[config.mk]
export PLATFORM = sky130hd
export DESIGN_NAME = i2c_master_transaction_engine_flat
export DESIGN_NICKNAME = d
export VERILOG_FILES = /design/src/rtl/i2cm_pkg.sv /design/src/rtl/i2cm_if.sv /design/src/rtl/i2c_master_transaction_engine.sv /design/src/flat_wrapper.sv
export SDC_FILE = /design/constraint.sdc
export NUM_CORES = 1
export LEC_CHECK = 0
export BUFFER_PORTS_ARGS = -buffer_cell sky130_fd_sc_hd__buf_2
export CORE_MARGIN = 5
export CORE_UTILIZATION = 45
export CTS_CLUSTER_DIAMETER = 50
export CTS_CLUSTER_SIZE = 25
export DETAILED_ROUTE_END_ITERATION = 16
export PLACE_DENSITY = 0.78
export SYNTH_ARGS = -nofsm -noshare
export SYNTH_HDL_FRONTEND = slang
export SYNTH_SLANG_ARGS = --single-unit
[constraint.sdc]
create_clock -name clock -period 3.6 [get_ports clock]
set_clock_uncertainty 0.05 [all_clocks]
set_input_delay 0.18 -clock clock [delete_from_list [all_inputs] [get_ports clock]]
set_output_delay 0.18 -clock clock [all_outputs]
set_load 0.005 [all_outputs]
[src/rtl/i2cm_pkg.sv]
`default_nettype none

package i2cm_pkg;

   typedef logic [4:0] phase_type;

   localparam phase_type PH_IDLE    = 5'd0;
   localparam phase_type PH_START_A = 5'd1;
   localparam phase_type PH_START_B = 5'd2;
   localparam phase_type PH_W_SET   = 5'd3;
   localparam phase_type PH_W_HIGH  = 5'd4;
   localparam phase_type PH_W_FALL  = 5'd5;
   localparam phase_type PH_WA_SET  = 5'd6;
   localparam phase_type PH_WA_HIGH = 5'd7;
   localparam phase_type PH_WA_FALL = 5'd8;
   localparam phase_type PH_R_SET   = 5'd9;
   localparam phase_type PH_R_HIGH  = 5'd10;
   localparam phase_type PH_R_FALL  = 5'd11;
   localparam phase_type PH_RA_SET  = 5'd12;
   localparam phase_type PH_RA_HIGH = 5'd13;
   localparam phase_type PH_RA_FALL = 5'd14;
   localparam phase_type PH_RS_A    = 5'd15;
   localparam phase_type PH_RS_B    = 5'd16;
   localparam phase_type PH_STOP_A  = 5'd17;
   localparam phase_type PH_STOP_B  = 5'd18;
   localparam phase_type PH_STOP_C  = 5'd19;

   typedef logic [2:0] kind_type;

   localparam kind_type KIND_WRITE8     = 3'd0;
   localparam kind_type KIND_WRITE16    = 3'd1;
   localparam kind_type KIND_POINTER    = 3'd2;
   localparam kind_type KIND_READ8      = 3'd3;
   localparam kind_type KIND_READ16     = 3'd4;
   localparam kind_type KIND_CMD_READ16 = 3'd5;

   localparam logic FUNC_START = 1'b0;
   localparam logic FUNC_TICK  = 1'b1;

   localparam logic [7:0] CMD_BASE = 8'b1000_0100;

   // line_drive: bit 0 pulls SCL, bit 1 pulls SDA
   localparam logic [1:0] LD_NONE = 2'b00;
   localparam logic [1:0] LD_SCL  = 2'b01;
   localparam logic [1:0] LD_SDA  = 2'b10;
   localparam logic [1:0] LD_BOTH = 2'b11;

   typedef enum logic [2:0] {
      IT_WRITE,
      IT_READ_ACK,
      IT_READ_NACK,
      IT_RESTART,
      IT_STOP
   } item_kind_type;

   typedef struct packed {
      item_kind_type kind;
      logic [7:0]    data;
   } item_type;

   function automatic item_type item_lookup(
      input kind_type    kind,
      input logic [2:0]  idx,
      input logic [6:0]  address,
      input logic [7:0]  reg_byte,
      input logic [15:0] value,
      input logic [2:0]  channel
   );
      item_type   res;
      logic [7:0] aw;
      logic [7:0] ar;
      aw       = {address, 1'b0};
      ar       = {address, 1'b1};
      res.kind = IT_STOP;
      res.data = 8'h00;
      case (kind)
         KIND_WRITE8: begin
            case (idx)
               3'd0: res = '{IT_WRITE, aw};
               3'd1: res = '{IT_WRITE, reg_byte};
               3'd2: res = '{IT_WRITE, value[7:0]};
               default: res = '{IT_STOP, 8'h00};
            endcase
         end
         KIND_WRITE16: begin
            case (idx)
               3'd0: res = '{IT_WRITE, aw};
               3'd1: res = '{IT_WRITE, reg_byte};
               3'd2: res = '{IT_WRITE, value[15:8]};
               3'd3: res = '{IT_WRITE, value[7:0]};
               default: res = '{IT_STOP, 8'h00};
            endcase
         end
         KIND_POINTER: begin
            case (idx)
               3'd0: res = '{IT_WRITE, aw};
               3'd1: res = '{IT_WRITE, reg_byte};
               default: res = '{IT_STOP, 8'h00};
            endcase
         end
         KIND_READ8: begin
            case (idx)
               3'd0: res = '{IT_WRITE, ar};
               3'd1: res = '{IT_READ_NACK, 8'h00};
               default: res = '{IT_STOP, 8'h00};
            endcase
         end
         KIND_READ16: begin
            case (idx)
               3'd0: res = '{IT_WRITE, ar};
               3'd1: res = '{IT_READ_ACK, 8'h00};
               3'd2: res = '{IT_READ_NACK, 8'h00};
               default: res = '{IT_STOP, 8'h00};
            endcase
         end
         KIND_CMD_READ16: begin
            case (idx)
               3'd0: res = '{IT_WRITE, aw};
               3'd1: res = '{IT_WRITE, CMD_BASE | {1'b0, channel, 4'b0000}};
               3'd2: res = '{IT_RESTART, 8'h00};
               3'd3: res = '{IT_WRITE, ar};
               3'd4: res = '{IT_READ_ACK, 8'h00};
               3'd5: res = '{IT_READ_NACK, 8'h00};
               default: res = '{IT_STOP, 8'h00};
            endcase
         end
         default: res = '{IT_STOP, 8'h00};
      endcase
      return res;
   endfunction

endpackage

`default_nettype wire

[src/rtl/i2cm_if.sv]
`default_nettype none

interface i2cm_req_if;
   logic        valid;
   logic        ready;
   logic        func;
   logic [2:0]  kind;
   logic [7:0]  reg_index;
   logic [15:0] write_value;
   logic [2:0]  channel;
   logic        sda_in;

   modport source (output valid, func, kind, reg_index, write_value, channel, sda_in,
                   input ready);
   modport sink (input valid, func, kind, reg_index, write_value, channel, sda_in,
                 output ready);
endinterface

interface i2cm_rsp_if;
   logic        valid;
   logic        ready;
   logic        scl_pull_low;
   logic        sda_pull_low;
   logic        busy_res;
   logic        done_res;
   logic [15:0] read_value;

   modport source (output valid, scl_pull_low, sda_pull_low, busy_res, done_res, read_value,
                   input ready);
   modport sink (input valid, scl_pull_low, sda_pull_low, busy_res, done_res, read_value,
                 output ready);
endinterface

`default_nettype wire

[src/rtl/i2c_master_transaction_engine.sv]
`default_nettype none

// Bit-banged open-drain I2C master. A start transaction (func 0) is taken only while idle
// and latches kind, register byte, write data and channel; each tick transaction (func 1)
// then moves the bus one line phase (start, address with R/W, bytes MSB first, ack slot,
// repeated start, stop), three ticks per bit. Every request transaction returns one
// response carrying the line drives, busy, done and the read accumulator, valid in the
// cycle after it is accepted. The sequencer step is combinational between the request
// and the response register. A request is taken whenever the response register is empty
// or its response leaves in the same cycle, so with the response side ready the block
// takes one transaction per clock. csr_write_data is latched as the 7-bit slave address
// on csr_write_enable; a write mid-transaction shows at the next address byte.

module i2c_master_transaction_engine (
   input  wire logic       clock,
   input  wire logic       reset,
   i2cm_req_if.sink        req_bus,
   i2cm_rsp_if.source      rsp_bus,
   input  wire logic       csr_write_enable,
   input  wire logic [6:0] csr_write_data
);
   import i2cm_pkg::*;

   logic [6:0]  device_address_ff;
   phase_type   phase_ff, phase_in;
   logic [3:0]  bit_count_ff, bit_count_in;
   logic [2:0]  byte_index_ff, byte_index_in;
   logic [7:0]  shift_byte_ff, shift_byte_in;
   logic [15:0] read_accum_ff, read_accum_in;
   kind_type    held_kind_ff, held_kind_in;
   logic [7:0]  held_reg_ff, held_reg_in;
   logic [15:0] held_value_ff, held_value_in;
   logic [2:0]  held_channel_ff, held_channel_in;
   logic [1:0]  line_drive_ff, line_drive_in;
   logic        done_in;

   logic        rsp_valid_ff;
   logic        scl_ff, sda_ff, busy_ff, done_ff;
   logic [15:0] read_value_ff;

   logic        req_accept;
   phase_type   phase_cur;
   logic [1:0]  line_cur;
   logic [3:0]  begin_idx;
   logic [3:0]  bit_count_inc;
   item_type    begin_item;
   item_type    ack_item;

   assign req_bus.ready = !rsp_valid_ff || rsp_bus.ready;
   assign req_accept    = req_bus.valid && req_bus.ready;

   assign phase_cur = (phase_ff > PH_STOP_C) ? PH_IDLE : phase_ff;
   assign line_cur  = (phase_ff > PH_STOP_C) ? LD_NONE : line_drive_ff;

   assign begin_idx     = (phase_cur == PH_START_B) ? {1'b0, byte_index_ff}
                                                    : {1'b0, byte_index_ff} + 4'd1;
   assign bit_count_inc = bit_count_ff + 4'd1;

   assign begin_item = item_lookup(held_kind_ff, begin_idx[2:0], device_address_ff,
                                   held_reg_ff, held_value_ff, held_channel_ff);
   assign ack_item   = item_lookup(held_kind_ff, byte_index_ff, device_address_ff,
                                   held_reg_ff, held_value_ff, held_channel_ff);

   always_comb begin
      phase_in        = phase_cur;
      bit_count_in    = bit_count_ff;
      byte_index_in   = byte_index_ff;
      shift_byte_in   = shift_byte_ff;
      read_accum_in   = read_accum_ff;
      held_kind_in    = held_kind_ff;
      held_reg_in     = held_reg_ff;
      held_value_in   = held_value_ff;
      held_channel_in = held_channel_ff;
      line_drive_in   = line_cur;
      done_in         = 1'b0;
      if (req_bus.func == FUNC_START) begin
         if (phase_cur == PH_IDLE && req_bus.kind <= KIND_CMD_READ16) begin
            held_kind_in    = req_bus.kind;
            held_reg_in     = req_bus.reg_index;
            held_value_in   = req_bus.write_value;
            held_channel_in = req_bus.channel;
            bit_count_in    = '0;
            byte_index_in   = '0;
            shift_byte_in   = '0;
            read_accum_in   = '0;
            line_drive_in   = LD_NONE;
            phase_in        = PH_START_A;
         end
      end else begin
         unique case (phase_cur) inside
            PH_START_A: begin
               line_drive_in = LD_SDA;
               phase_in      = PH_START_B;
            end
            PH_W_SET: begin
               line_drive_in = shift_byte_ff[7] ? LD_SCL : LD_BOTH;
               phase_in      = PH_W_HIGH;
            end
            PH_W_HIGH: begin
               line_drive_in = line_cur & LD_SDA;
               phase_in      = PH_W_FALL;
            end
            PH_W_FALL: begin
               line_drive_in = line_cur | LD_SCL;
               shift_byte_in = {shift_byte_ff[6:0], 1'b0};
               if (bit_count_inc >= 4'd8) begin
                  bit_count_in = '0;
                  phase_in     = PH_WA_SET;
               end else begin
                  bit_count_in = bit_count_inc;
                  phase_in     = PH_W_SET;
               end
            end
            PH_WA_SET: begin
               line_drive_in = LD_SCL;
               phase_in      = PH_WA_HIGH;
            end
            PH_WA_HIGH: begin
               line_drive_in = LD_NONE;
               phase_in      = PH_WA_FALL;
            end
            PH_R_SET: begin
               line_drive_in = LD_SCL;
               phase_in      = PH_R_HIGH;
            end
            PH_R_HIGH: begin
               line_drive_in = LD_NONE;
               read_accum_in = {read_accum_ff[14:0], req_bus.sda_in};
               phase_in      = PH_R_FALL;
            end
            PH_R_FALL: begin
               line_drive_in = LD_SCL;
               if (bit_count_inc >= 4'd8) begin
                  bit_count_in = '0;
                  phase_in     = PH_RA_SET;
               end else begin
                  bit_count_in = bit_count_inc;
                  phase_in     = PH_R_SET;
               end
            end
            PH_RA_SET: begin
               line_drive_in = (ack_item.kind == IT_READ_ACK) ? LD_BOTH : LD_SCL;
               phase_in      = PH_RA_HIGH;
            end
            PH_RA_HIGH: begin
               line_drive_in = line_cur & LD_SDA;
               phase_in      = PH_RA_FALL;
            end
            PH_RS_A: begin
               line_drive_in = LD_SCL;
               phase_in      = PH_RS_B;
            end
            PH_RS_B: begin
               line_drive_in = LD_NONE;
               phase_in      = PH_START_A;
            end
            PH_STOP_A: begin
               line_drive_in = LD_BOTH;
               phase_in      = PH_STOP_B;
            end
            PH_STOP_B: begin
               line_drive_in = LD_SDA;
               phase_in      = PH_STOP_C;
            end
            PH_STOP_C: begin
               line_drive_in = LD_NONE;
               phase_in      = PH_IDLE;
               done_in       = 1'b1;
            end
            PH_START_B, PH_WA_FALL, PH_RA_FALL: begin
               case (phase_cur)
                  PH_START_B: line_drive_in = LD_BOTH;
                  PH_WA_FALL: line_drive_in = LD_SCL;
                  default:    line_drive_in = line_cur | LD_SCL;
               endcase
               if (begin_idx[3]) begin
                  phase_in = PH_STOP_A;
               end else begin
                  byte_index_in = begin_idx[2:0];
                  bit_count_in  = '0;
                  case (begin_item.kind) inside
                     IT_WRITE: begin
                        shift_byte_in = begin_item.data;
                        phase_in      = PH_W_SET;
                     end
                     IT_READ_ACK, IT_READ_NACK: begin
                        phase_in = PH_R_SET;
                     end
                     IT_RESTART: begin
                        byte_index_in = begin_idx[2:0] + 3'd1;
                        phase_in      = PH_RS_A;
                     end
                     default: begin
                        phase_in = PH_STOP_A;
                     end
                  endcase
               end
            end
            default: begin
               line_drive_in = LD_NONE;
               phase_in      = PH_IDLE;
            end
         endcase
      end
   end

   always_ff @(posedge clock) begin
      if (reset) begin
         device_address_ff <= '0;
      end else if (csr_write_enable) begin
         device_address_ff <= csr_write_data;
      end
   end

   always_ff @(posedge clock) begin
      if (reset) begin
         phase_ff        <= PH_IDLE;
         bit_count_ff    <= '0;
         byte_index_ff   <= '0;
         shift_byte_ff   <= '0;
         read_accum_ff   <= '0;
         held_kind_ff    <= '0;
         held_reg_ff     <= '0;
         held_value_ff   <= '0;
         held_channel_ff <= '0;
         line_drive_ff   <= LD_NONE;
      end else if (req_accept) begin
         phase_ff        <= phase_in;
         bit_count_ff    <= bit_count_in;
         byte_index_ff   <= byte_index_in;
         shift_byte_ff   <= shift_byte_in;
         read_accum_ff   <= read_accum_in;
         held_kind_ff    <= held_kind_in;
         held_reg_ff     <= held_reg_in;
         held_value_ff   <= held_value_in;
         held_channel_ff <= held_channel_in;
         line_drive_ff   <= line_drive_in;
      end
   end

   always_ff @(posedge clock) begin
      if (reset) begin
         rsp_valid_ff <= 1'b0;
      end else if (req_accept) begin
         rsp_valid_ff <= 1'b1;
      end else if (rsp_bus.ready) begin
         rsp_valid_ff <= 1'b0;
      end
   end

   always_ff @(posedge clock) begin
      if (req_accept) begin
         scl_ff        <= line_drive_in[0];
         sda_ff        <= line_drive_in[1];
         busy_ff       <= (phase_in != PH_IDLE);
         done_ff       <= done_in;
         read_value_ff <= read_accum_in;
      end
   end

   assign rsp_bus.valid        = rsp_valid_ff;
   assign rsp_bus.scl_pull_low = scl_ff;
   assign rsp_bus.sda_pull_low = sda_ff;
   assign rsp_bus.busy_res     = busy_ff;
   assign rsp_bus.done_res     = done_ff;
   assign rsp_bus.read_value   = read_value_ff;

`ifndef SYNTHESIS
   a_start_taken: assert property (@(posedge clock) disable iff (reset)
      req_accept && req_bus.func == FUNC_START && phase_cur == PH_IDLE &&
      req_bus.kind <= KIND_CMD_READ16 |=> phase_ff == PH_START_A)
      else $error("start transaction not taken while idle");

   a_accum_hold: assert property (@(posedge clock) disable iff (reset)
      !req_accept |=> $stable(read_accum_ff))
      else $error("read accumulator moved without a transaction");

   a_rsp_follows: assert property (@(posedge clock) disable iff (reset)
      req_accept |=> rsp_valid_ff)
      else $error("accepted request produced no response");

   a_done_idle: assert property (@(posedge clock) disable iff (reset)
      req_accept && done_in |=> phase_ff == PH_IDLE && line_drive_ff == LD_NONE)
      else $error("stop finished with bus not released");
`endif

endmodule

`default_nettype wire

[src/flat_wrapper.sv]
// flat-port wrapper written by rule: the top's interface ports become plain ports
module i2c_master_transaction_engine_flat import i2cm_pkg::*;
  (clock, reset, csr_write_enable, csr_write_data, req_bus_valid, req_bus_func, req_bus_kind, req_bus_reg_index, req_bus_write_value, req_bus_channel, req_bus_sda_in, req_bus_ready, rsp_bus_valid, rsp_bus_scl_pull_low, rsp_bus_sda_pull_low, rsp_bus_busy_res, rsp_bus_done_res, rsp_bus_read_value, rsp_bus_ready);
  i2cm_req_if req_bus_i ();
  i2cm_rsp_if rsp_bus_i ();
  input  wire logic clock;
  input  wire logic reset;
  input  wire logic csr_write_enable;
  input  wire logic [6:0] csr_write_data;
  input wire logic [$bits(req_bus_i.valid)-1:0] req_bus_valid;
  input wire logic [$bits(req_bus_i.func)-1:0] req_bus_func;
  input wire logic [$bits(req_bus_i.kind)-1:0] req_bus_kind;
  input wire logic [$bits(req_bus_i.reg_index)-1:0] req_bus_reg_index;
  input wire logic [$bits(req_bus_i.write_value)-1:0] req_bus_write_value;
  input wire logic [$bits(req_bus_i.channel)-1:0] req_bus_channel;
  input wire logic [$bits(req_bus_i.sda_in)-1:0] req_bus_sda_in;
  output wire logic [$bits(req_bus_i.ready)-1:0] req_bus_ready;
  output wire logic [$bits(rsp_bus_i.valid)-1:0] rsp_bus_valid;
  output wire logic [$bits(rsp_bus_i.scl_pull_low)-1:0] rsp_bus_scl_pull_low;
  output wire logic [$bits(rsp_bus_i.sda_pull_low)-1:0] rsp_bus_sda_pull_low;
  output wire logic [$bits(rsp_bus_i.busy_res)-1:0] rsp_bus_busy_res;
  output wire logic [$bits(rsp_bus_i.done_res)-1:0] rsp_bus_done_res;
  output wire logic [$bits(rsp_bus_i.read_value)-1:0] rsp_bus_read_value;
  input wire logic [$bits(rsp_bus_i.ready)-1:0] rsp_bus_ready;
  assign req_bus_i.valid = req_bus_valid;
  assign req_bus_i.func = req_bus_func;
  assign req_bus_i.kind = req_bus_kind;
  assign req_bus_i.reg_index = req_bus_reg_index;
  assign req_bus_i.write_value = req_bus_write_value;
  assign req_bus_i.channel = req_bus_channel;
  assign req_bus_i.sda_in = req_bus_sda_in;
  assign req_bus_ready = req_bus_i.ready;
  assign rsp_bus_valid = rsp_bus_i.valid;
  assign rsp_bus_scl_pull_low = rsp_bus_i.scl_pull_low;
  assign rsp_bus_sda_pull_low = rsp_bus_i.sda_pull_low;
  assign rsp_bus_busy_res = rsp_bus_i.busy_res;
  assign rsp_bus_done_res = rsp_bus_i.done_res;
  assign rsp_bus_read_value = rsp_bus_i.read_value;
  assign rsp_bus_i.ready = rsp_bus_ready;
  i2c_master_transaction_engine u_core (.clock(clock), .reset(reset), .req_bus(req_bus_i), .rsp_bus(rsp_bus_i), .csr_write_enable(csr_write_enable), .csr_write_data(csr_write_data));
endmodule
==> results of run 1 <==
metrics by stage:
| step | hold slack, ns | worst slack [ns] | instance area, um2 | total power, mW | cells |
|---|---|---|---|---|---|
| floorplan | 0.229 | 0.161 | 5230 | 1.49 | 628 |
| global placement | 0.368 | 0.0257 | 5730 | 1.64 | 814 |
| detailed placement | 0.374 | 0.00959 | 5730 | 1.65 | 814 |
| CTS | 0.00986 | 0.100 | 6090 | 2.76 | 830 |
| global route | 0.0129 | 0.00652 | 6110 | 2.86 | 830 |
| finish | 0.0135 | 0.147 | 6110 | 2.76 | 830 |
state kept, by name, summed over array words and instances (netlist names):
register and cells:
u_core.bit_count_ff 4, u_core.byte_index_ff 3, u_core.device_address_ff 7, u_core.held_channel_ff 3, u_core.held_kind_ff 3, u_core.held_reg_ff 8, u_core.held_value_ff 16, u_core.line_drive_ff 2
u_core.phase_ff 5, u_core.read_accum_ff 16, u_core.rsp_bus.busy_res 1, u_core.rsp_bus.done_res 1, u_core.rsp_bus.read_value 16, u_core.rsp_bus.scl_pull_low 1, u_core.rsp_bus.sda_pull_low 1, u_core.rsp_bus.valid 1
u_core.shift_byte_ff 8
metal layers:
layer	global-route usage (%)	vias to the layer above
li1	-	2410
met1	25.8	2397
met2	35.4	206
met3	4.42	30
met4	7.03	0
met5	0	-
timing repair:
| item | 4_1_cts | 5_1_grt |
|---|---|---|
| setup endpoints to repair | 1 | 9 |
| cloned | 0 | 0 |
| gates resized for setup | 1 | 5 |
tightest hold or removal path: cells and delay by family:
kind | cells | cell delay, ns
and+or+nand+nor | 1 | 0.04
buffers and inverters | 1 | 0.10
AOI/OAI and AO/OA | 1 | 0.05
worst paths after layout:
check,slack [ns],endpoint,cells past startpoint
min reg2reg,0.41,u_core.held_reg_ff[3]$_SDFFE_PP0P_,2
max,0.15,u_core.shift_byte_ff[4]$_SDFFE_PP0P_,10
min,0.01,u_core.held_value_ff[11]$_SDFFE_PP0P_,3
max reg2reg,0.15,u_core.shift_byte_ff[4]$_SDFFE_PP0P_,10
kinds of logic after synthesis:
family / synth area share, %
adders and majority gates: 2.63
muxes: 2.32
xor gates and xnor gates: 1.17
DFF: 40.6
and+or+nand+nor: 19.2
AOI/OAI and AO/OA: 28.7
buffers and inverters: 5.36
cell usage in the layout (no fill, tap or decap), types with 4 or more instances in the layout:
cell	n
nor2_1	45
and3_1	8
nand4_1	7
inv_1	18
mux2i_1	11
a21oi_1	74
nand2_1	95
a2bb2oi_1	4
buf_4	28
o21ai_0	24
or3_1	4
a211oi_1	5
clkbuf_16	9
nor3_1	5
and2_1	6
o31ai_1	7
nand3_1	12
a32oi_1	6
nand2b_1	8
nor2b_1	6
dfxtp_1	76
edfxtp_1	20
buf_2	65
a221oi_1	4
ha_1	10
a22oi_1	22
o211ai_1	9
xnor2_1	5
a31oi_1	4
a22o_1	22
final cells by class:
cell class	instances	share of cell area, %
Tap cell	143	2.93
Inverter	19	1.17
Sequential cell	96	34.7
Multi-Input combinational cell	463	46.7
Clock inverter	7	2.03
Timing Repair Buffer	93	8.76
Clock buffer	9	3.68
power breakdown:
group | internal, mW | switching, mW
registers | 1.14 | 0.0312
clock network | 0.686 | 0.428
logic | 0.170 | 0.299
total | 2.00 | 0.758
==> results by group, run 1 <==
Outcome
  • Outcome: finished clean

CTS
  • Clock Latency Late Sink: 0.35 ns
  • Clock tree buffer depth: 2
  • Clk sink count: 96
  • Hold Buf Count CTS: 0
  • Root Buffer: clkbuf_16
  • Total CTS buffers: 9
  • CTS tree: yes
  • H-tree levels: 3
  • CTS clock-pin slew for the worst setup and hold paths: 0.07 ns
  • Setup Buffers After CTS: 0

Synth
  • Mapped Area: 0.00523 mm2
  • Synth top cells by count: nand2_1 (95), dfxtp_1 (76), a21oi_1 (74), nor2_1 (46), clkbuf_1 (40)
  • Synth top area share: 29.1%
  • Synthesized area per cell: 8.33 um2
  • Largest cells by area after synthesis: dfxtp_1 (29%), edfxtp_1 (11%), a21oi_1 (7.1%)
  • Number of synthesized flops with an enable pin: 20
  • Ys async rst share: 0%
  • Synthesized Nets: 683
  • Synth warn: 0
  • Sequential fraction of the synthesis area: 40.6%
  • Main synth FF type: dfxtp_1
  • Post-synth cell types: 72
  • Number of synthesized register bits: 96
  • Most common cell in the netlist: nand2_1
  • Synth area leader: dfxtp_1
  • Cells after Synth: 628

STA
  • Setup Total Neg Slack: 0 ns
  • Slew margin rel.: 37.5%
  • Fmax achieved: 0.290 GHz
  • # setup viols final: 0
  • Least-Margin Pin Slew: 0.935 ns
  • Fin crit period: 3.45 ns
  • RSZ-0062 raised after global routing: false
  • Final Cycle Share: 95.9%
  • Final hold vios: 0
  • Slew Limit Fails: 0

Routing
  • Antenna Violating Nets Remaining: 0
  • WL met2: 7170 um
  • Highest routed layer: met4
  • Total number of vias: 5,043
  • Drt pass-1 iters: 6
  • DRC viols: 0
  • Routed WL per cell: 17.8 um
  • DR iter-0 viols: 596
  • Final WL: 14,800 um
  • Met3 Wirelength: 1060 um
  • Vias per cell: 6.08
  • WL met1: 6230 um

Final layout
  • Layout Nets: 737
  • Sequential cell area: 0.00212 mm2
  • Diodes inserted: 0
  • Share of cells above drive strength 1: 18.9%
  • Area grow syn2layout: 16.9%
  • Area occupied by multi-input gates: 0.00286 mm2
  • Final-layout fill cell count: 1,076
  • Final Util: 53.5%

Critical path
  • Worst EP arrival: 3.66 ns
  • Critical path buffers and inverters: 0
  • CP cell instances: or3_1 > nor2_1 > mux2_2 > ha_1 > or4_4 > o311ai_2 > a21o_4 > and4_1 > nor2_2 > o41ai_2
  • Slowest Stage Delay on Critical Path: 0.56 ns
  • Reg-to-reg critical path startpoint: u_core.phase_ff[2]$_SDFFE_PP0P_
  • Setup crit start kind: flip-flop
  • Max FO, Critical Path: 7
  • CP max stage cell: or4_4
  • Critical Path Sink Type: flip-flop
  • CP Class: reg -> reg
  • Crit path max-delay family: simple AND/OR/NAND/NOR gates
  • CP startpoint: u_core.phase_ff[2]$_SDFFE_PP0P_
  • CP required: 3.81 ns

Floorplan
  • Io pins: 66
  • FP Rows: 39
  • Chip height: 118 um
  • Die area: 0.0139 mm2
  • Initial Utilization: 45.8%
  • Die width: 118 um
  • Core Region: 0.0114 mm2

GRT
  • Initial antenna violation count: 0
  • Vias in the first global route: 4,757
  • Pin count of the biggest net entering global routing: 39
  • Congestion Overflow GR: 0
  • First-pass GRT wire length: 24,100 um
  • Overall Global Routing Usage: 20.7%

Worst hold path
  • Min-delay worst type: in -> reg
  • Hold Startpoint: req_bus_write_value[11]

Placed design
  • Post-DP HPWL: 10,800 um
  • GP Congestion: 0.994
  • Number of port buffers: 65

Power and ir drop
  • Ratio of total power to cell area: 451 mW/mm2
  • Worst IR Drop VDD: 0.000291 V
  • Leak: 2.31 nW

Run
  • Max cap viols: 0
Power figures use the tool's default switching activity.
==> inputs of run 2 (changes only) <==
- PLACE_DENSITY: 0.78 -> 0.73
==> run 2 against run 1 <==
Against the previous run: setup slack improved by 0.0071 ns; global-route usage decreased by 0.20 points; critical path depth increased by 2; cell count decreased by 0.12%; critical endpoint is now u_core.rsp_bus.busy_res$_DFFE_PP_; sequential share of layout area increased by 0.32 points; sequential cell count unchanged; core utilization decreased by 0.49 points; wire length decreased by 2.5%; critical path type unchanged; via count decreased by 0.91%; hold slack got worse by 0.0044 ns.
==> results by group, run 2 (synthesized netlist as in run 1, its figures left out) <==
STA
  • Slew margin rel.: 20.2% (was 37.5%)
  • Final Cycle Share: 95.7% (was 95.9%)
  • # setup viols final: 0 (unchanged)
  • Fmax achieved: 0.290 GHz (about the same)
  • Least-Margin Pin Slew: 1.19 ns (was 0.935 ns)
  • Final hold vios: 0 (unchanged)
  • Slew Limit Fails: 0 (unchanged)
  • Fin crit period: 3.45 ns (about the same)
  • Setup Total Neg Slack: 0 ns (unchanged)
  • RSZ-0062 raised after global routing: false (unchanged)

Final layout
  • Commonest cells after routing, fill and taps aside: nand2_1 (95), dfxtp_1 (76), a21oi_1 (74) (unchanged)
  • Area occupied by multi-input gates: 0.00287 mm2 (was 0.00286 mm2)
  • Final-layout fill cell count: 1,087 (was 1,076)
  • Layout Nets: 737 (unchanged)
  • Area grow syn2layout: 15.8% (was 16.9%)
  • Commonest non-fill, non-tap cell in the layout: nand2_1 (unchanged)
  • Diodes inserted: 0 (unchanged)
  • Final std cells w/o fill: 829 (was 830)
  • Sequential cell area: 0.00212 mm2 (unchanged)
  • Share of cells above drive strength 1: 19.0% (was 18.9%)

GRT
  • First-pass GRT wire length: 23,800 um (was 24,100 um)
  • Overall Global Routing Usage: 20.5% (was 20.7%)
  • Pin count of the biggest net entering global routing: 46 (was 39)
  • Initial antenna violation count: 0 (unchanged)
  • Congestion Overflow GR: 0 (unchanged)
  • Vias in the first global route: 4,832 (was 4,757)

Placed design
  • Number of cells after detailed placement: 811 (was 814)
  • Post-DP HPWL: 10,500 um (was 10,800 um)
  • Number of port buffers: 65 (unchanged)
  • GP Congestion: 0.952 (was 0.994)

Routing
  • DR iter-0 viols: 399 (was 596)
  • Routed WL per cell: 17.4 um (was 17.8 um)
  • Vias per cell: 6.03 (was 6.08)
  • Antenna Violating Nets Remaining: 0 (unchanged)
  • Final WL: 14,400 um (was 14,800 um)
  • Total number of vias: 4,997 (was 5,043)
  • Drt pass-1 iters: 5 (was 6)
  • DRC viols: 0 (unchanged)

CTS
  • CTS clock-pin slew for the worst setup and hold paths: 0.07 ns (about the same)
  • Clk sink count: 96 (unchanged)
  • Clock tree buffer depth: 2 (unchanged)
  • Clock Latency Late Sink: 0.35 ns (about the same)
  • Hold Buf Count CTS: 0 (unchanged)
  • Total CTS buffers: 9 (unchanged)
  • CTS tree: yes (unchanged)
  • Root Buffer: clkbuf_16 (unchanged)
  • H-tree levels: 3 (unchanged)

Worst hold path
  • Min-delay worst type: in -> reg (unchanged)

Critical path
  • Slowest Stage Delay on Critical Path: 0.41 ns (was 0.56 ns)
  • CP max stage cell: mux2_2 (was or4_4)
  • CP required: 3.63 ns (was 3.81 ns)
  • Crit path max-delay family: simple AND/OR/NAND/NOR gates (unchanged)
  • Setup crit start kind: flip-flop (unchanged)
  • Critical Path Sink Type: flip-flop (unchanged)
  • CP Class: reg -> reg (unchanged)
  • Worst EP arrival: 3.48 ns (was 3.66 ns)
  • Critical path buffers and inverters: 1 (was 0)
  • Max FO, Critical Path: 14 (was 7)
  • CP cell instances: or3_1 > nor2_1 > mux2_2 > ha_1 > ha_1 > buf_4 > nor3_1 > and3_1 > a211oi_2 > and3_1 > a21oi_1 > nand4_1 (was or3_1 > nor2_1 > mux2_2 > ha_1 > or4_4 > o311ai_2 > a21o_4 > and4_1 > nor2_2 > o41ai_2)

Power and ir drop
  • Worst IR Drop VDD: 0.000279 V (was 0.000291 V)
  • Leak: 2.29 nW (was 2.31 nW)
  • Ratio of total power to cell area: 418 mW/mm2 (was 451 mW/mm2)

Floorplan
  • Core Region: 0.0114 mm2 (unchanged)
  • FP Rows: 39 (unchanged)
  • Die area: 0.0139 mm2 (unchanged)
  • Initial Utilization: 45.8% (unchanged)
  • Chip height: 118 um (unchanged)
  • Die width: 118 um (unchanged)
  • Io pins: 66 (unchanged)

Outcome
  • Outcome: finished clean (unchanged)

Run
  • Max cap viols: 0 (unchanged)
-- run 2: cell types whose count changed in the layout (fill, tap and decap cells not counted), sizes merged --
| cell | change |
|---|---|
| bufinv | -3 |
| clkinv | +3 |
| inv | -1 |
-- run 2: through the flow --
stage,util (%),total power [mW],hold WS (ns),area (um2),setup WS (ns)
2_1_floorplan,-,1.49,0.229,5230,0.161
3_3_place_gp,50.0,1.63,0.363,5710,0.231
3_5_place_dp,50.0,1.64,0.379,5710,0.169
6_report,53.0,2.53,0.00915,6060,0.154
4_1_cts,52.5,2.54,0.00448,5990,0.140
5_1_grt,53.0,2.65,0.0145,6060,0.0238
-- run 2: layout make-up --
class	count	share of cell area (%)
Sequential cell	96	35.0
Multi-Input combinational cell	463	47.4
Clock inverter	6	0.909
Inverter	19	1.18
Clock buffer	9	3.72
Tap cell	143	2.95
Timing Repair Buffer	93	8.84
-- run 2: worst paths after layout --
path,cells after the start,from,slack (ns),end
max,12,u_core.phase_ff[2]$_SDFFE_PP0P_,0.15,u_core.rsp_bus.busy_res$_DFFE_PP_
min,3,req_bus_channel[1],0.009,u_core.held_channel_ff[1]$_SDFFE_PP0P_
max reg2reg,12,u_core.phase_ff[2]$_SDFFE_PP0P_,0.15,u_core.rsp_bus.busy_res$_DFFE_PP_
min reg2reg,2,u_core.held_reg_ff[5]$_SDFFE_PP0P_,0.41,u_core.held_reg_ff[5]$_SDFFE_PP0P_
-- run 2: worst reg2reg max path: stages, from the launching register on --
cell      delay (ns)
dfxtp_1         0.31
or3_1           0.40
nor2_1          0.23
mux2_2          0.41
ha_1            0.20
ha_1            0.22
buf_4           0.20
nor3_1          0.23
and3_1          0.26
a211oi_2        0.11
and3_1          0.23
a21oi_1         0.22
nand4_1         0.12
-- run 2: timing repair --
item                                    in CTS  in global routing
endpoints found under the setup margin       0                 11
gates resized for setup                      0                  8
buffers inserted                             0                  3
-- run 2: routing by layer --
metal	part of all wire (%)	track usage, %	up-vias
li1	-	-	2408
met5	0	0	-
met1	42	26.0	2350
met4	2.5	8.10	0
met3	6.2	3.56	27
met2	49	34.6	212
-- run 2: report_power, final --
part	leakage [nW]	total (mW)	internal [mW]	switching (mW)
combinational	1.34	0.460	0.166	0.294
clock	0.135	0.900	0.475	0.425
sequential	0.817	1.17	1.14	0.0290
==> inputs of run 3 (changes only) <==
- ABC_AREA: default -> 1
==> run 3 against run 2 <==
Against the previous run: wire length is 9.1% lower; via count is 5.7% higher; area after synthesis is 6.3% higher; global-route usage is 2.5 points lower; critical path depth is 3 higher; sequential power hardly changed; non-clock buffer count is 25 lower; setup slack better by 0.38 ns; sequential cell count stayed put; clock-buffer cell count stayed put; register-to-register slack better by 0.38 ns; total power is 1.4% higher; critical path type unchanged.
==> results by group, run 3 <==
Final layout
  • Diodes inserted: 0 (unchanged)
  • Post-route design area: 0.00627 mm2 (was 0.00606 mm2)
  • Commonest cells after routing, fill and taps aside: nand2_1 (210), inv_1 (108), dfxtp_1 (76) (was nand2_1 (95), dfxtp_1 (76), a21oi_1 (74))
  • Layout Nets: 911 (was 737)
  • Share of cells above drive strength 1: 16.0% (was 19.0%)
  • Commonest non-fill, non-tap cell in the layout: nand2_1 (unchanged)
  • Area grow syn2layout: 12.7% (was 15.8%)
  • Final-layout fill cell count: 1,183 (was 1,087)

Floorplan
  • Io pins: 66 (unchanged)
  • Die width: 121 um (was 118 um)
  • Core Region: 0.0121 mm2 (was 0.0114 mm2)
  • Chip height: 121 um (was 118 um)
  • FP Rows: 40 (was 39)
  • Initial Utilization: 46.1% (was 45.8%)
  • Die area: 0.0147 mm2 (was 0.0139 mm2)

GRT
  • Met1 usage: 26.2% (was 26.0%)
  • Initial antenna violation count: 0 (unchanged)
  • GR Util met3: 2.98% (was 3.56%)
  • Vias in the first global route: 4,708 (was 4,832)
  • GRT busiest layer: met2 (unchanged)
  • Met2 usage: 27.0% (was 34.6%)
  • First-pass GRT wire length: 21,900 um (was 23,800 um)
  • Congestion Overflow GR: 0 (unchanged)
  • Pin count of the biggest net entering global routing: 61 (was 46)
  • Overall Global Routing Usage: 18.0% (was 20.5%)

Critical path
  • Critical path buffers and inverters: 2 (was 1)
  • Worst path most repeated cell: nand3_1
  • R2r worst-path depth: 15 (was 12)
  • Critical Path Sink Type: flip-flop (unchanged)
  • CP Class: reg -> reg (unchanged)
  • Max FO, Critical Path: 7 (was 14)
  • CP max stage cell: dfxtp_1 (was mux2_2)
  • Worst path depth: 15 (was 12)
  • Setup crit start kind: flip-flop (unchanged)
  • CP cell instances: nor2_4 > nand4_4 > o21ai_0 > inv_1 > ha_1 > nor2_1 > inv_1 > o211ai_1 > nand2_1 > nand3_1 > nor2_1 > nand2_1 > nand3_1 > a21oi_1 > nand3_1 (was or3_1 > nor2_1 > mux2_2 > ha_1 > ha_1 > buf_4 > nor3_1 > and3_1 > a211oi_2 > and3_1 > a21oi_1 > nand4_1)
  • Crit path max-delay family: simple AND/OR/NAND/NOR gates (unchanged)
  • Worst EP arrival: 3.10 ns (was 3.48 ns)
  • Slowest Stage Delay on Critical Path: 0.36 ns (was 0.41 ns)
  • CP required: 3.64 ns (was 3.63 ns)

Synth
  • Synth top cells by count: nand2_1 (210), inv_1 (108), dfxtp_1 (76), o21ai_0 (73), a21oi_1 (69) (was nand2_1 (95), dfxtp_1 (76), a21oi_1 (74), nor2_1 (46), clkbuf_1 (40))
  • Mapped Area: 0.00556 mm2 (was 0.00523 mm2)
  • Post-synth cell types: 41 (was 72)
  • Synthesized Nets: 863 (was 683)
  • Number of synthesized flops with an enable pin: 20 (unchanged)
  • Main synth FF type: dfxtp_1 (unchanged)
  • Largest cells by area after synthesis: dfxtp_1 (27%), nand2_1 (14%), edfxtp_1 (11%) (was dfxtp_1 (29%), edfxtp_1 (11%), a21oi_1 (7.1%))
  • Ys async rst share: 0% (unchanged)
  • Cells after Synth: 808 (was 628)
  • Most common cell in the netlist: nand2_1 (unchanged)
  • Number of synthesized register bits: 96 (unchanged)
  • Sequential fraction of the synthesis area: 38.2% (was 40.6%)
  • Synthesized area per cell: 6.88 um2 (was 8.33 um2)
  • Synth top area share: 27.4% (was 29.1%)
  • Synth warn: 0 (unchanged)
  • Synth area leader: dfxtp_1 (unchanged)

Power and ir drop
  • Ratio of total power to cell area: 410 mW/mm2 (was 418 mW/mm2)
  • Leak: 2.78 nW (was 2.29 nW)
  • Worst IR Drop VDD: 0.000227 V (was 0.000279 V)

STA
  • Slew margin rel.: 24.9% (was 20.2%)
  • Fin crit period: 3.06 ns (was 3.45 ns)
  • Final Cycle Share: 85.1% (was 95.7%)
  • Slew Limit Fails: 0 (unchanged)
  • Final hold vios: 0 (unchanged)
  • Setup Total Neg Slack: 0 ns (unchanged)
  • RSZ-0062 raised after global routing: false (unchanged)
  • # setup viols final: 0 (unchanged)
  • Least-Margin Pin Slew: 1.13 ns (was 1.19 ns)
  • Fmax achieved: 0.326 GHz (was 0.290 GHz)

CTS
  • Clock tree buffer depth: 2 (unchanged)
  • Total CTS buffers: 9 (unchanged)
  • Clock Latency Late Sink: 0.35 ns (about the same)
  • CTS clock-pin slew for the worst setup and hold paths: 0.08 ns (was 0.07 ns)
  • CTS tree: yes (unchanged)
  • Root Buffer: clkbuf_16 (unchanged)
  • Clk sink count: 96 (unchanged)
  • Hold Buf Count CTS: 0 (unchanged)
  • Setup Buffers After CTS: 0 (unchanged)
  • H-tree levels: 3 (unchanged)
  • PostCTS Resize Cnt: 0 (unchanged)

Worst hold path
  • Worst hold path cell count: 3 (unchanged)
  • Min-delay worst type: in -> reg (unchanged)

Routing
  • Routed WL per cell: 12.8 um (was 17.4 um)
  • DRC viols: 0 (unchanged)
  • Final WL: 13,100 um (was 14,400 um)
  • Total number of vias: 5,282 (was 4,997)
  • Antenna Violating Nets Remaining: 0 (unchanged)
  • Drt pass-1 iters: 7 (was 5)
  • DR iter-0 viols: 421 (was 399)
  • Vias per cell: 5.13 (was 6.03)

Placed design
  • Post-DP HPWL: 9400 um (was 10,500 um)
  • Number of port buffers: 65 (unchanged)
  • Post-DP Area: 0.00598 mm2 (was 0.00571 mm2)
  • GP Congestion: 0.913 (was 0.952)

Outcome
  • Outcome: finished clean (unchanged)

Run
  • Max cap viols: 0 (unchanged)
run 3: cell types whose count changed in the layout (fill, tap and decap cells not counted), sizes merged, moves of 8 or more:
cell	delta
a22o	-22
a22oi	-22
and3	-8
buf	-25
inv	+96
mux2i	-11
nand2	+129
nand2b	-8
nand3	+33
nor2	+26
o211ai	+10
o21ai	+56
run 3: per-stage QoR:
stage	power, mW	util [%]	std cells	hold slack (ns)	setup slack, ns
floorplan	1.54	-	808	0.265	1.07
global placement	1.65	49.6	1013	0.356	0.684
detailed placement	1.66	49.6	1013	0.369	0.628
CTS	2.58	52.0	1029	0.00570	0.573
global route	2.69	52.0	1029	0.0210	0.206
finish	2.57	52.0	1029	0.00360	0.537
run 3: worst paths after layout:
kind	to	start	slack, ns
max reg2reg	u_core.rsp_bus.busy_res$_DFFE_PP_	u_core.phase_ff[2]$_SDFFE_PP0P_	0.54
min	u_core.device_address_ff[3]$_SDFFE_PP0P_	csr_write_data[3]	0.004
max	u_core.rsp_bus.busy_res$_DFFE_PP_	u_core.phase_ff[2]$_SDFFE_PP0P_	0.54
min reg2reg	u_core.held_reg_ff[4]$_SDFFE_PP0P_	u_core.held_reg_ff[4]$_SDFFE_PP0P_	0.40
run 3: kinds of logic (layout without fill, tap and decap cells):
family | count (synthesis) | after routing | synth area share (%)
xor+xnor | 4 | 4 | 0.630
fa+ha+maj | 11 | 11 | 2.48
buf+inv | 145 | 198 | 10.3
simple gates | 365 | 365 | 29.1
compound gates | 187 | 187 | 19.3
flops | 96 | 96 | 38.2
run 3: worst register-to-register path: stages, from the launching register on:
cell	delay, ns
dfxtp_1	0.36
nor2_4	0.19
nand4_4	0.17
o21ai_0	0.34
inv_1	0.13
ha_1	0.28
nor2_1	0.11
inv_1	0.08
o211ai_1	0.27
nand2_1	0.15
nand3_1	0.15
nor2_1	0.05
nand2_1	0.05
nand3_1	0.08
a21oi_1	0.24
nand3_1	0.10
run 3: report_power, final:
part	total (mW)	switching [mW]	leakage, nW	internal [mW]
clock network	0.931	0.448	0.136	0.483
registers	1.19	0.0336	0.821	1.16
logic	0.442	0.300	1.83	0.142
run 3: area by class of cell:
cell class	count	area, um2	area share, %
flip-flops and latches	96	2120	33.9
clock buffers	9	225	3.59
clock inverters	7	63.8	1.02
inverters	114	428	6.83
repair buffers	68	348	5.55
multi-input cells	567	2870	45.8
well taps	168	210	3.35
run 3: per-layer routing:
| metal | share of wire (%) | up-vias |
|---|---|---|
| li1 | - | 2729 |
| met1 | 49 | 2368 |
| met2 | 44 | 164 |
| met3 | 5.5 | 21 |
| met4 | 1.7 | 0 |
| met5 | 0 | - |
